**src/hw/rtl/irtx_pkg.sv**
```systemverilog
// Shared types, constants and helper functions of the infrared frame transmitter.
`default_nettype none
package irtx_pkg;

  localparam int unsigned QUEUE_DEPTH = 2;
  localparam int unsigned PADDR_W     = 5;
  localparam int unsigned PDATA_W     = 32;
  localparam int unsigned TIME_W      = 17;
  localparam int unsigned SHORT_W     = 16;

  localparam logic [2:0] REG_MARK         = 3'd0;
  localparam logic [2:0] REG_ONE_SPACE    = 3'd1;
  localparam logic [2:0] REG_LEADER_MARK  = 3'd2;
  localparam logic [2:0] REG_LEADER_SPACE = 3'd3;
  localparam logic [2:0] REG_REPEAT_SPACE = 3'd4;
  localparam logic [2:0] REG_FRAME_GAP    = 3'd5;
  localparam logic [2:0] REG_REPEAT_GAP   = 3'd6;

  localparam logic [SHORT_W-1:0] MARK_RST         = 16'd561;
  localparam logic [SHORT_W-1:0] ONE_SPACE_RST    = 16'd1686;
  localparam logic [SHORT_W-1:0] LEADER_MARK_RST  = 16'd8999;
  localparam logic [SHORT_W-1:0] LEADER_SPACE_RST = 16'd4490;
  localparam logic [SHORT_W-1:0] REPEAT_SPACE_RST = 16'd2250;
  localparam logic [TIME_W-1:0]  FRAME_GAP_RST    = 17'd40000;
  localparam logic [TIME_W-1:0]  REPEAT_GAP_RST   = 17'd96187;

  localparam logic [5:0] FRAME_BITS = 6'd32;

  typedef enum logic [1:0] {
    OP_TICK   = 2'd0,
    OP_FRAME  = 2'd1,
    OP_REPEAT = 2'd2,
    OP_NOP    = 2'd3
  } op_e;

  typedef enum logic [3:0] {
    PH_IDLE   = 4'd0,
    PH_LMARK  = 4'd1,
    PH_LSPACE = 4'd2,
    PH_BMARK  = 4'd3,
    PH_BSPACE = 4'd4,
    PH_SMARK  = 4'd5,
    PH_FGAP   = 4'd6,
    PH_RLMARK = 4'd7,
    PH_RSPACE = 4'd8,
    PH_RBMARK = 4'd9,
    PH_RGAP   = 4'd10
  } phase_e;

  typedef struct packed {
    op_e        op;
    logic [7:0] address;
    logic [7:0] command;
  } item_t;

  typedef struct packed {
    logic [SHORT_W-1:0] mark_time;
    logic [SHORT_W-1:0] one_space_time;
    logic [SHORT_W-1:0] leader_mark_time;
    logic [SHORT_W-1:0] leader_space_time;
    logic [SHORT_W-1:0] repeat_space_time;
    logic [TIME_W-1:0]  frame_gap_time;
    logic [TIME_W-1:0]  repeat_gap_time;
  } cfg_t;

  // An interval programmed as zero still lasts one tick.
  function automatic logic [TIME_W-1:0] dur_fix(input logic [TIME_W-1:0] d);
    logic [TIME_W-1:0] r;
    r = (d == '0) ? TIME_W'(1) : d;
    return r;
  endfunction

  function automatic logic [TIME_W-1:0] widen(input logic [SHORT_W-1:0] d);
    logic [TIME_W-1:0] r;
    r = {{(TIME_W - SHORT_W){1'b0}}, d};
    return r;
  endfunction

endpackage
`default_nettype wire

```
**src/hw/rtl/irtx_front.sv**
```systemverilog
// Front end: decodes incoming words and holds them in a small in-order queue.
`default_nettype none
module irtx_front #(
  parameter int unsigned Depth = irtx_pkg::QUEUE_DEPTH
) (
  input  wire logic           clk_i,
  input  wire logic           rst_ni,
  input  wire logic           in_valid_i,
  output logic                in_stall_o,
  input  wire logic [1:0]     cmd_i,
  input  wire logic [7:0]     address_i,
  input  wire logic [7:0]     command_i,
  output logic                q_valid_o,
  output irtx_pkg::item_t     q_item_o,
  input  wire logic           q_pop_i
);

  localparam int unsigned PtrW = (Depth > 1) ? $clog2(Depth) : 1;
  localparam int unsigned CntW = $clog2(Depth + 1);

  irtx_pkg::item_t   mem_q [Depth];
  logic [PtrW-1:0]   wr_ptr_q, wr_ptr_d, rd_ptr_q, rd_ptr_d;
  logic [CntW-1:0]   count_q, count_d;
  irtx_pkg::item_t   item_in;
  logic              push, pop;

  always_comb begin
    unique case (cmd_i)
      irtx_pkg::OP_TICK:   item_in.op = irtx_pkg::OP_TICK;
      irtx_pkg::OP_FRAME:  item_in.op = irtx_pkg::OP_FRAME;
      irtx_pkg::OP_REPEAT: item_in.op = irtx_pkg::OP_REPEAT;
      default:             item_in.op = irtx_pkg::OP_NOP;
    endcase
    item_in.address = address_i;
    item_in.command = command_i;
  end

  assign in_stall_o = (count_q == CntW'(Depth));
  assign push       = in_valid_i && !in_stall_o;
  assign q_valid_o  = (count_q != '0);
  assign pop        = q_pop_i && q_valid_o;
  assign q_item_o   = mem_q[rd_ptr_q];

  always_comb begin
    wr_ptr_d = wr_ptr_q;
    rd_ptr_d = rd_ptr_q;
    count_d  = count_q;
    if (push) begin
      wr_ptr_d = (wr_ptr_q == PtrW'(Depth - 1)) ? '0 : wr_ptr_q + 1'b1;
    end
    if (pop) begin
      rd_ptr_d = (rd_ptr_q == PtrW'(Depth - 1)) ? '0 : rd_ptr_q + 1'b1;
    end
    if (push && !pop) begin
      count_d = count_q + 1'b1;
    end else if (pop && !push) begin
      count_d = count_q - 1'b1;
    end
  end

  always_ff @(posedge clk_i or negedge rst_ni) begin
    if (!rst_ni) begin
      wr_ptr_q <= '0;
      rd_ptr_q <= '0;
      count_q  <= '0;
    end else begin
      wr_ptr_q <= wr_ptr_d;
      rd_ptr_q <= rd_ptr_d;
      count_q  <= count_d;
    end
  end

  always_ff @(posedge clk_i) begin
    if (push) begin
      mem_q[wr_ptr_q] <= item_in;
    end
  end

  a_count_bound: assert property (@(posedge clk_i) disable iff (!rst_ni)
    count_q <= CntW'(Depth))
    else $error("queue count exceeds depth");

endmodule
`default_nettype wire

```
**src/hw/rtl/irtx_back.sv**
```systemverilog
// Back end: frame sequencer that executes queued words and registers one result each.
`default_nettype none
module irtx_back (
  input  wire logic            clk_i,
  input  wire logic            rst_ni,
  input  wire irtx_pkg::cfg_t  cfg_i,
  input  wire logic            q_valid_i,
  input  wire irtx_pkg::item_t q_item_i,
  output logic                 q_pop_o,
  output logic                 out_valid_o,
  input  wire logic            out_stall_i,
  output logic                 carrier_on_o,
  output logic                 busy_res_o,
  output logic                 accepted_o,
  output logic                 finished_o
);

  localparam int unsigned TW = irtx_pkg::TIME_W;

  irtx_pkg::phase_e phase_q, phase_d;
  logic [TW-1:0]    time_left_q, time_left_d;
  logic [5:0]       bits_left_q, bits_left_d;
  logic [31:0]      payload_q, payload_d;

  logic             out_valid_q;
  logic             carrier_q, busy_q, accepted_q, finished_q;
  logic             res_carrier, res_busy, res_accepted, res_finished;

  logic             running, is_tick, is_start, expire;
  logic [TW-1:0]    tl_dec;
  logic [5:0]       bits_dec;

  assign q_pop_o  = q_valid_i && (!out_valid_q || !out_stall_i);
  assign running  = (phase_q != irtx_pkg::PH_IDLE);
  assign is_tick  = (q_item_i.op == irtx_pkg::OP_TICK);
  assign is_start = (q_item_i.op == irtx_pkg::OP_FRAME) ||
                    (q_item_i.op == irtx_pkg::OP_REPEAT);
  assign tl_dec   = time_left_q - 1'b1;
  assign bits_dec = bits_left_q - 1'b1;
  assign expire   = is_tick && running && (tl_dec == '0);

  // Next state.
  always_comb begin
    phase_d     = phase_q;
    time_left_d = time_left_q;
    bits_left_d = bits_left_q;
    payload_d   = payload_q;
    if (q_pop_o) begin
      if (is_tick && running) begin
        time_left_d = tl_dec;
        if (expire) begin
          unique case (phase_q)
            irtx_pkg::PH_LMARK: begin
              phase_d     = irtx_pkg::PH_LSPACE;
              time_left_d = irtx_pkg::dur_fix(irtx_pkg::widen(cfg_i.leader_space_time));
            end
            irtx_pkg::PH_LSPACE: begin
              phase_d     = irtx_pkg::PH_BMARK;
              time_left_d = irtx_pkg::dur_fix(irtx_pkg::widen(cfg_i.mark_time));
            end
            irtx_pkg::PH_BMARK: begin
              phase_d     = irtx_pkg::PH_BSPACE;
              time_left_d = irtx_pkg::dur_fix(irtx_pkg::widen(
                payload_q[31] ? cfg_i.one_space_time : cfg_i.mark_time));
            end
            irtx_pkg::PH_BSPACE: begin
              payload_d   = {payload_q[30:0], 1'b0};
              bits_left_d = bits_dec;
              phase_d     = (bits_dec == '0) ? irtx_pkg::PH_SMARK : irtx_pkg::PH_BMARK;
              time_left_d = irtx_pkg::dur_fix(irtx_pkg::widen(cfg_i.mark_time));
            end
            irtx_pkg::PH_SMARK: begin
              phase_d     = irtx_pkg::PH_FGAP;
              time_left_d = irtx_pkg::dur_fix(cfg_i.frame_gap_time);
            end
            irtx_pkg::PH_RLMARK: begin
              phase_d     = irtx_pkg::PH_RSPACE;
              time_left_d = irtx_pkg::dur_fix(irtx_pkg::widen(cfg_i.repeat_space_time));
            end
            irtx_pkg::PH_RSPACE: begin
              phase_d     = irtx_pkg::PH_RBMARK;
              time_left_d = irtx_pkg::dur_fix(irtx_pkg::widen(cfg_i.mark_time));
            end
            irtx_pkg::PH_RBMARK: begin
              phase_d     = irtx_pkg::PH_RGAP;
              time_left_d = irtx_pkg::dur_fix(cfg_i.repeat_gap_time);
            end
            default: begin
              phase_d     = irtx_pkg::PH_IDLE;
              time_left_d = '0;
            end
          endcase
        end
      end else if (is_start && !running) begin
        time_left_d = irtx_pkg::dur_fix(irtx_pkg::widen(cfg_i.leader_mark_time));
        if (q_item_i.op == irtx_pkg::OP_FRAME) begin
          phase_d     = irtx_pkg::PH_LMARK;
          bits_left_d = irtx_pkg::FRAME_BITS;
          payload_d   = {q_item_i.address, ~q_item_i.address,
                         q_item_i.command, ~q_item_i.command};
        end else begin
          phase_d = irtx_pkg::PH_RLMARK;
        end
      end
    end
  end

  // Result of the word being executed.
  always_comb begin
    res_carrier  = 1'b0;
    res_busy     = running;
    res_accepted = 1'b0;
    res_finished = 1'b0;
    unique case (q_item_i.op)
      irtx_pkg::OP_TICK: begin
        res_carrier  = (phase_q == irtx_pkg::PH_LMARK)  || (phase_q == irtx_pkg::PH_BMARK) ||
                       (phase_q == irtx_pkg::PH_SMARK)  || (phase_q == irtx_pkg::PH_RLMARK) ||
                       (phase_q == irtx_pkg::PH_RBMARK);
        res_finished = expire && ((phase_q == irtx_pkg::PH_FGAP) ||
                                  (phase_q == irtx_pkg::PH_RGAP) ||
                                  (phase_q == irtx_pkg::PH_IDLE));
      end
      irtx_pkg::OP_FRAME, irtx_pkg::OP_REPEAT: begin
        res_busy     = 1'b1;
        res_accepted = !running;
      end
      default: begin
        res_busy = running;
      end
    endcase
  end

  always_ff @(posedge clk_i or negedge rst_ni) begin
    if (!rst_ni) begin
      phase_q     <= irtx_pkg::PH_IDLE;
      time_left_q <= '0;
      bits_left_q <= '0;
      payload_q   <= '0;
      out_valid_q <= 1'b0;
    end else begin
      phase_q     <= phase_d;
      time_left_q <= time_left_d;
      bits_left_q <= bits_left_d;
      payload_q   <= payload_d;
      if (q_pop_o) begin
        out_valid_q <= 1'b1;
      end else if (!out_stall_i) begin
        out_valid_q <= 1'b0;
      end
    end
  end

  always_ff @(posedge clk_i) begin
    if (q_pop_o) begin
      carrier_q  <= res_carrier;
      busy_q     <= res_busy;
      accepted_q <= res_accepted;
      finished_q <= res_finished;
    end
  end

  assign out_valid_o  = out_valid_q;
  assign carrier_on_o = carrier_q;
  assign busy_res_o   = busy_q;
  assign accepted_o   = accepted_q;
  assign finished_o   = finished_q;

  a_time_nonzero: assert property (@(posedge clk_i) disable iff (!rst_ni)
    (phase_q != irtx_pkg::PH_IDLE) |-> (time_left_q != '0))
    else $error("running phase with no time left");

  a_bits_nonzero: assert property (@(posedge clk_i) disable iff (!rst_ni)
    ((phase_q == irtx_pkg::PH_BMARK) || (phase_q == irtx_pkg::PH_BSPACE))
      |-> (bits_left_q != '0))
    else $error("data phase with no bits left");

  a_carrier_busy: assert property (@(posedge clk_i) disable iff (!rst_ni)
    (out_valid_q && carrier_q) |-> busy_q)
    else $error("carrier reported while not busy");

  a_fin_not_acc: assert property (@(posedge clk_i) disable iff (!rst_ni)
    (out_valid_q && finished_q) |-> !accepted_q)
    else $error("finish and accept in one result");

endmodule
`default_nettype wire

```
**src/hw/rtl/ir_remote_frame_transmitter_core.sv**
```systemverilog
// Top level of the infrared frame transmitter: register file and front/back instances.
//
//  Channel | Direction | Handshake             | Word
//  in      | input     | in_valid_i/in_stall_o | cmd_i, address_i, command_i
//  out     | output    | out_valid_o/out_stall_i | carrier_on_o, busy_res_o, accepted_o, finished_o
//  cfg     | input     | psel/penable/pready   | paddr, pwdata, prdata
//
// The sequencer executes words back to back unless the output stalls with a result held.
// From input to result a word passes the decode queue, then the result register.
// The queue holds QueueDepth words, so with a QueueDepth of at least two the input stalls only after an output stall.
// Reset clears the queue, the sequencer and the result valid and restores register defaults.
`default_nettype none
module ir_remote_frame_transmitter_core #(
  parameter int unsigned QueueDepth = irtx_pkg::QUEUE_DEPTH
) (
  input  wire logic                          clk_i,
  input  wire logic                          rst_ni,
  input  wire logic                          in_valid_i,
  output logic                               in_stall_o,
  input  wire logic [1:0]                    cmd_i,
  input  wire logic [7:0]                    address_i,
  input  wire logic [7:0]                    command_i,
  output logic                               out_valid_o,
  input  wire logic                          out_stall_i,
  output logic                               carrier_on_o,
  output logic                               busy_res_o,
  output logic                               accepted_o,
  output logic                               finished_o,
  input  wire logic                          psel,
  input  wire logic                          penable,
  input  wire logic                          pwrite,
  input  wire logic [irtx_pkg::PADDR_W-1:0]  paddr,
  input  wire logic [irtx_pkg::PDATA_W-1:0]  pwdata,
  output logic [irtx_pkg::PDATA_W-1:0]       prdata,
  output logic                               pready
);

  irtx_pkg::cfg_t   cfg_q;
  irtx_pkg::item_t  q_item;
  logic             q_valid, q_pop, wr_en;
  logic [2:0]       reg_idx;

  assign pready  = 1'b1;
  assign wr_en   = psel && penable && pwrite && pready;
  assign reg_idx = paddr[4:2];

  always_ff @(posedge clk_i or negedge rst_ni) begin
    if (!rst_ni) begin
      cfg_q.mark_time         <= irtx_pkg::MARK_RST;
      cfg_q.one_space_time    <= irtx_pkg::ONE_SPACE_RST;
      cfg_q.leader_mark_time  <= irtx_pkg::LEADER_MARK_RST;
      cfg_q.leader_space_time <= irtx_pkg::LEADER_SPACE_RST;
      cfg_q.repeat_space_time <= irtx_pkg::REPEAT_SPACE_RST;
      cfg_q.frame_gap_time    <= irtx_pkg::FRAME_GAP_RST;
      cfg_q.repeat_gap_time   <= irtx_pkg::REPEAT_GAP_RST;
    end else if (wr_en) begin
      unique case (reg_idx)
        irtx_pkg::REG_MARK:         cfg_q.mark_time         <= pwdata[15:0];
        irtx_pkg::REG_ONE_SPACE:    cfg_q.one_space_time    <= pwdata[15:0];
        irtx_pkg::REG_LEADER_MARK:  cfg_q.leader_mark_time  <= pwdata[15:0];
        irtx_pkg::REG_LEADER_SPACE: cfg_q.leader_space_time <= pwdata[15:0];
        irtx_pkg::REG_REPEAT_SPACE: cfg_q.repeat_space_time <= pwdata[15:0];
        irtx_pkg::REG_FRAME_GAP:    cfg_q.frame_gap_time    <= pwdata[16:0];
        irtx_pkg::REG_REPEAT_GAP:   cfg_q.repeat_gap_time   <= pwdata[16:0];
        default: ;
      endcase
    end
  end

  always_comb begin
    unique case (reg_idx)
      irtx_pkg::REG_MARK:         prdata = {16'd0, cfg_q.mark_time};
      irtx_pkg::REG_ONE_SPACE:    prdata = {16'd0, cfg_q.one_space_time};
      irtx_pkg::REG_LEADER_MARK:  prdata = {16'd0, cfg_q.leader_mark_time};
      irtx_pkg::REG_LEADER_SPACE: prdata = {16'd0, cfg_q.leader_space_time};
      irtx_pkg::REG_REPEAT_SPACE: prdata = {16'd0, cfg_q.repeat_space_time};
      irtx_pkg::REG_FRAME_GAP:    prdata = {15'd0, cfg_q.frame_gap_time};
      irtx_pkg::REG_REPEAT_GAP:   prdata = {15'd0, cfg_q.repeat_gap_time};
      default:                    prdata = '0;
    endcase
  end

  irtx_front #(
    .Depth(QueueDepth)
  ) u_front (
    .clk_i     (clk_i),
    .rst_ni    (rst_ni),
    .in_valid_i(in_valid_i),
    .in_stall_o(in_stall_o),
    .cmd_i     (cmd_i),
    .address_i (address_i),
    .command_i (command_i),
    .q_valid_o (q_valid),
    .q_item_o  (q_item),
    .q_pop_i   (q_pop)
  );

  irtx_back u_back (
    .clk_i       (clk_i),
    .rst_ni      (rst_ni),
    .cfg_i       (cfg_q),
    .q_valid_i   (q_valid),
    .q_item_i    (q_item),
    .q_pop_o     (q_pop),
    .out_valid_o (out_valid_o),
    .out_stall_i (out_stall_i),
    .carrier_on_o(carrier_on_o),
    .busy_res_o  (busy_res_o),
    .accepted_o  (accepted_o),
    .finished_o  (finished_o)
  );

endmodule
`default_nettype wire
```
**config.mk**
```make
export PLATFORM = sky130hd
export DESIGN_NAME = ir_remote_frame_transmitter_core
export DESIGN_NICKNAME = d
export VERILOG_FILES = /design/src/hw/rtl/irtx_pkg.sv /design/src/hw/rtl/irtx_front.sv /design/src/hw/rtl/irtx_back.sv /design/src/hw/rtl/ir_remote_frame_transmitter_core.sv
export SDC_FILE = /design/constraint.sdc
export NUM_CORES = 1
export LEC_CHECK = 0
export ABC_AREA = 1
export BUFFER_PORTS_ARGS = -buffer_cell sky130_fd_sc_hd__buf_2
export CAP_MARGIN = 20
export CORE_MARGIN = 2
export CORE_UTILIZATION = 40
export DETAILED_ROUTE_END_ITERATION = 16
export MAX_ROUTING_LAYER = met4
export SLEW_MARGIN = 20
export SYNTH_ARGS = -nofsm -noshare
export SYNTH_HDL_FRONTEND = slang
export SYNTH_SLANG_ARGS = --single-unit
```
**constraint.sdc**
```tcl
create_clock -name clk_i -period 2.67 [get_ports clk_i]
set_input_delay 0.4005 -clock clk_i [delete_from_list [all_inputs] [get_ports clk_i]]
set_output_delay 0.4005 -clock clk_i [all_outputs]
set_load 0.01 [all_outputs]
```
---- Yosys cells after proc, flatten, opt, wreduce, memory -nomap -nowiden ----
Memory sizes are Yosys's and may differ from the RTL's.
Cells that the tools add are included.
W data, S select, Z words.
storage, ports and cells
  bits in registers ....................... 182
  bits in writable memories ............... 36
  bits of input ports ..................... 62
  word-level logic and storage cells ...... 145
  memories ................................ 1
memory list
  memory         depth  bits a word  read ports  clocked after memory_dff  wr ports  line              source
  u_front.mem_q  2      18           1           0                         1         irtx_front.sv:21  irtx_pkg::item_t mem_q [Depth];
cells by class
  add/sub/neg operators ................... 6
  equality and inequality tests ........... 24
  mux-type cells .......................... 38
  bitwise operators ....................... 2
  reduce and logical (&&, ||, !) cells .... 55
operators by type and width
  operator                 count
  $mux W32                 5
  $pmux W17 S7             1
  $pmux W17 S6             1
  $mux W16                 6
  $mux W17                 5
  $logic_not A16 Y1        5
  $logic_not A17 Y1        3
  $pmux W4 S8              1
  $mux W6                  5
  $sub A17 B1 Y17 const B  1
  $eq A4 B3 Y1 const B     4
  $not A8 Y8               2
  $reduce_and A2 Y1        8
  $eq A4 B4 Y1 const B     3
  $mux W4                  3
  $logic_and A1 B1 Y1      11
  $eq A3 B3 Y1 const B     3
  $eq A4 B2 Y1 const B     2
  $logic_or A1 B1 Y1       8
  $reduce_bool A2 Y1       4
  $eq A2 B2 Y1 const B     3
  $eq A3 B2 Y1 const B     2
  $logic_not A1 Y1         6
  $logic_not A6 Y1         1
  other kinds (21)         32

---- Longest topological paths before layout ----
  depth in word-level cells ............... 7
  gate-level depth with buffers ........... 18
  mapped depth without buffers ............ 16

---- Hierarchy ----
A second synthesis with hierarchy kept.
second synthesis, totals
  cells, all modules ...................... 1738
  area, all modules ....................... 12828.6 um2
by module, submodules not included
  module                            times used  cells each  area an instance (um2)  sequential area each (um2)
  ir_remote_frame_transmitter_core  1           757         6032.0                  2909.0
  irtx_back                         1           854         5236.3                  1621.6
  irtx_front                        1           127         1560.2                  1181.1

---- Worst setup path after synthesis ----
No wires, ideal clock.
  path type ............................... flip-flop to flip-flop
  start point ............................. register u_front.rd_ptr_q
  end point ............................... register u_back.bits_left_q[5]
  data arrival time ....................... 2.737 ns
  slack ................................... -0.132 ns
  stages on the path, launching flop included .. 17
  clock period less this slack ............ 2.802 ns
  cells stage by stage .................... dfrtp_1 -> clkbuf_1 -> clkinv_1 -> clkbuf_1 -> or2_2 -> o21ai_0 -> ha_1 -> inv_1 -> nor2_2 -> nor2_1 -> nor2_2 -> inv_2 -> a21oi_2 -> buf_2 -> buf_6 -> nand4_1 -> nand2_1
between the ends
  cells in the longest elaborated chain, start to end .. 6
RTL lines
  what                                                                 line                                               source
  start: declaration                                                   irtx_front.sv:22                                   logic [PtrW-1:0] wr_ptr_q, wr_ptr_d, rd_ptr_q, rd_ptr_d;
  start signal: assignment                                             irtx_front.sv:68                                   rd_ptr_q <= rd_ptr_d;
  $mem_v2 Z2 W18 *                                                     n/a
  $logic_not A2 Y1 (tied with other cells)                             irtx_back.sv:35                                    assign is_tick = (q_item_i.op == irtx_pkg::OP_TICK);
  $logic_and A1 B1 Y1 or $logic_or A1 B1 Y1 (tied branches)            irtx_back.sv:40, irtx_back.sv:49, irtx_back.sv:36
  $logic_and A1 B1 Y1 (on tied branches)                               irtx_back.sv:40, irtx_back.sv:94
  $ne A2 B1 Y1 (no source line) or $reduce_bool A2 Y1 (tied branches)  n/a
  $reduce_and A5 Y1 (no source line)                                   n/a
  end signal: assignment                                               irtx_back.sv:143                                   bits_left_q <= bits_left_d;
  end: declaration                                                     irtx_back.sv:22                                    logic [5:0] bits_left_q, bits_left_d;
Every way passes the cells marked *; elsewhere a longest branch is shown, timed or not.
A chain may end at the register's enable or synchronous reset.

---- Final worst setup path ----
  start point ............................. register u_front.rd_ptr_q
  end point ............................... register u_back.payload_q[3]
between the ends
  cells in the longest elaborated chain, start to end .. 6
RTL lines
  what                                                                 line                                               source
  $mem_v2 Z2 W18 *                                                     n/a
  $logic_not A2 Y1 (tied with other cells)                             irtx_back.sv:35
  $logic_and A1 B1 Y1 or $logic_or A1 B1 Y1 (tied branches)            irtx_back.sv:40, irtx_back.sv:49, irtx_back.sv:36
  $logic_and A1 B1 Y1 (on tied branches)                               irtx_back.sv:40, irtx_back.sv:94
  $ne A2 B1 Y1 (no source line) or $reduce_bool A2 Y1 (tied branches)  n/a
  $reduce_and A5 Y1 (no source line)                                   n/a
  end signal: assignment                                               irtx_back.sv:144                                   payload_q <= payload_d;
  end: declaration                                                     irtx_back.sv:23                                    logic [31:0] payload_q, payload_d;
Every way passes the cells marked *; elsewhere a longest branch is shown, timed or not. The select of a mux whose other input is x is not followed.

==> results.cfg <==
[run_status]
status = complete, no violations

[sta]
slew-limit-headroom_pct = 52.2
finalClockSkew_ns = 0.0274
finalWorstSetupSlack_ns = 0.259
slew_viol_final = 0
rsz0062_at_grt = no
finalHoldViolations = 0
fin_tns_setup_ns = 0
worst_pin_slew_ns = 0.717
period_share_pct = 90.3
fin_crit_ns = 2.41
clock.fmax_mhz = 415
final-setup-viol-count = 0

[clock_tree]
cts_inserted_buffers = 26
clk_pin_slew_worst_paths_ns = 0.06
clock-root-buffer = clkbuf_16
clk_path_buf_depth = 3
cts_tree = built
clk_latency_ns = 0.55
cts.sinks = 218
h-tree-depth = 1

[flow_run]
maxCapViolCount = 0

[layout]
finalNetCount = 1630
fin_util_pct = 47.2
fill_cells = 2855
mostFrequentLayoutCells = 445 x nand2_1, 168 x inv_1, 139 x o21ai_0
n_antenna_cell = 0
drive_above_1_share_pct = 15.0
syn_to_final_growth_pct = 16.0
stdcell_area_mm2 = 0.0135
layout_commonest_cell = nand2_1

[floorplanning]
num_rows = 62
io_pins = 101
die-area_mm2 = 0.0306
chipWidth_um = 175
fp.dieH_um = 175
core_mm2 = 0.0287
start_util_pct = 40.7

[yosys]
ys.flop_type = dfrtp_1
ys_seq_area_share_pct = 48.9
synthTopCellsByArea = dfrtp_1 28%, nand2_1 14%, edfxtp_1 10%, dfstp_2 10%, o21ai_0 6.0%
synth_edf_count = 40
syn_area_mm2 = 0.0117
synth_top_area_cell = dfrtp_1
synth.avg_cell_area_um2 = 7.84
yosys_warnings = 0
synthCells = 1490
synth_top_area_share_pct = 28.5
synth-seq-cells = 218
synth.distinct_cells = 45
async_flop_share_pct = 81.7

[global_route]
grtUsageMet2_pct = 36.9
met3_usage_pct = 2.57
antenna_found_initial = 0
grt.overflow.total = 0
grt_pass1_vias = 10168
grt_use_met1_pct = 30.9
top_usage_layer = met2
track_usage_pct = 22.9
grt_pass1_wl_mm = 54.7
grt_max_degree = 66

[power_and_ir_drop]
p_per_area_mw_per_mm2 = 1040
irDropWorstVdd_v = 0.000646
finalPower_mw = 14.1
leakagePower_nw = 6.22
clkPwrFrac_pct = 27.5
p_comb_share_pct = 36.2
p_int_mw = 8.58
p_sw_mw = 5.48
seqPwrFrac_pct = 36.3
swShare_pct = 39.0

[critical_path]
critPathKind = flop to flop
worstPathCellList = clkinv_2 -> or2_2 -> o21ai_0 -> ha_1 -> inv_1 -> nor3_1 -> nor2_1 -> nor2_4 -> inv_2 -> a21oi_2 -> buf_4 -> nand4_1 -> nand2_1
crit_path_max_fanout = 21
path_buf_inv = 4
crit_required_ns = 3.16
worstSetupEndpointType = flop
r2r-start = u_front.rd_ptr_q
reg2reg_setup_slack_ns = 0.26
cp_slowest_cell = dfrtp_1
cp-startpoint = u_front.rd_ptr_q
arrival_ns = 2.90
slowest_delay_ns = 0.42
start_kind = flop
path_delay_family = simple AND/OR/NAND/NOR gates

[detailed_routing]
drtAntennaViolNets = 0
post_drt_wl_per_cell_um = 17.0
vias_per_cell = 5.35
first_pass_iters = 5
route.final.wire_length_mm = 33.4
first_iter_violations = 911
drc = 0
dr_total_vias = 10504

[placement]
pre_cts_ws_ns = 0.168
io_buffers = 67
gpl.final_weighted_congestion = 0.933
hpwl_mm = 24.3
dpl-instance-area_mm2 = 0.0126

[hold_path]
min_path_type = primary input to flop
hold_start = command_i[3]
## stage by stage
step	instances	hold WS, ns
after floorplan	1504	0.105
after global placement	1916	0.463
after detailed placement	1916	0.466
after CTS	1965	0.0233
after global routing	1965	0.0347
final	1965	0.0392
## power groups by stage
| stage | sequential, mW | combinational [mW] | clock, mW |
|---|---|---|---|
| after global placement | 5.13 | 5.00 | 0 |
| after global routing | 5.23 | 5.75 | 4.06 |
| after detailed placement | 5.14 | 5.05 | 0 |
| final | 5.11 | 5.09 | 3.87 |
| after CTS | 5.10 | 5.07 | 3.93 |
| after floorplan | 4.96 | 3.59 | 0 |
## sequential cells by signal, indices dropped and copies added (netlist names)
signal	count
u_back.busy_res_o	1
u_front.wr_ptr_q	1
u_back.bits_left_q	6
u_back.phase_q	4
u_front.rd_ptr_q	1
u_back.carrier_on_o	1
u_back.finished_o	1
u_back.accepted_o	1
u_back.payload_q	32
u_back.time_left_q	17
u_front.mem_q	36
cfg_q	114
u_front.count_q	2
u_back.out_valid_o	1
## routing by layer
layer  wire length (µm)  share of wire, %
met3               1890               5.7
met5                  0                 0
met2              15800                47
met1              14800                44
met4                875               2.6
## what timing repair did
action	CTS	global route
buffers inserted	0	0
hold buffers	1	0
hold endpoints to repair	40	0
endpoints found under the setup margin	0	51
gates resized for setup	0	3
## path summary, 6_finish.rpt
path,depth (start not counted),to
min,1,u_front.mem_q[0][3]
max reg2reg,13,u_back.payload_q[3]
max in group asynchronous,3,cfg_q[89]
max,13,u_back.payload_q[3]
min in group asynchronous,2,cfg_q[39]
min reg2reg,2,u_back.payload_q[0]
## logic make-up after synthesis
logic type,after synthesis,share of synthesized area [%]
compound gates,284,14.4
xor+xnor,9,0.675
fa+ha+maj,7,0.750
buf+inv,264,9.46
flops,218,48.9
mux,1,0.0857
other cells,2,0.0643
simple gates,705,25.6
## synth_stat cells, drive strengths merged, types with 11 or more instances
library cell	count
o21ai	143
dfrtp	133
dfstp	45
nand2	448
nand4	58
o2111ai	13
buf	36
a221oi	20
edfxtp	40
a22oi	11
nand3	74
clkbuf	54
o21a	17
nor2	103
o22ai	36
a21oi	37
inv	173
## area by class of cell
class,count,area [µm²],area share [%]
clock inverter,16,229,1.69
inverter,174,654,4.83
sequential,218,5710,42.2
multi-input combinational,1022,4950,36.6
timing repair buffer,119,788,5.82
tap,384,480,3.55
clock buffer,32,723,5.34
(Power assumes the default switching activity.)
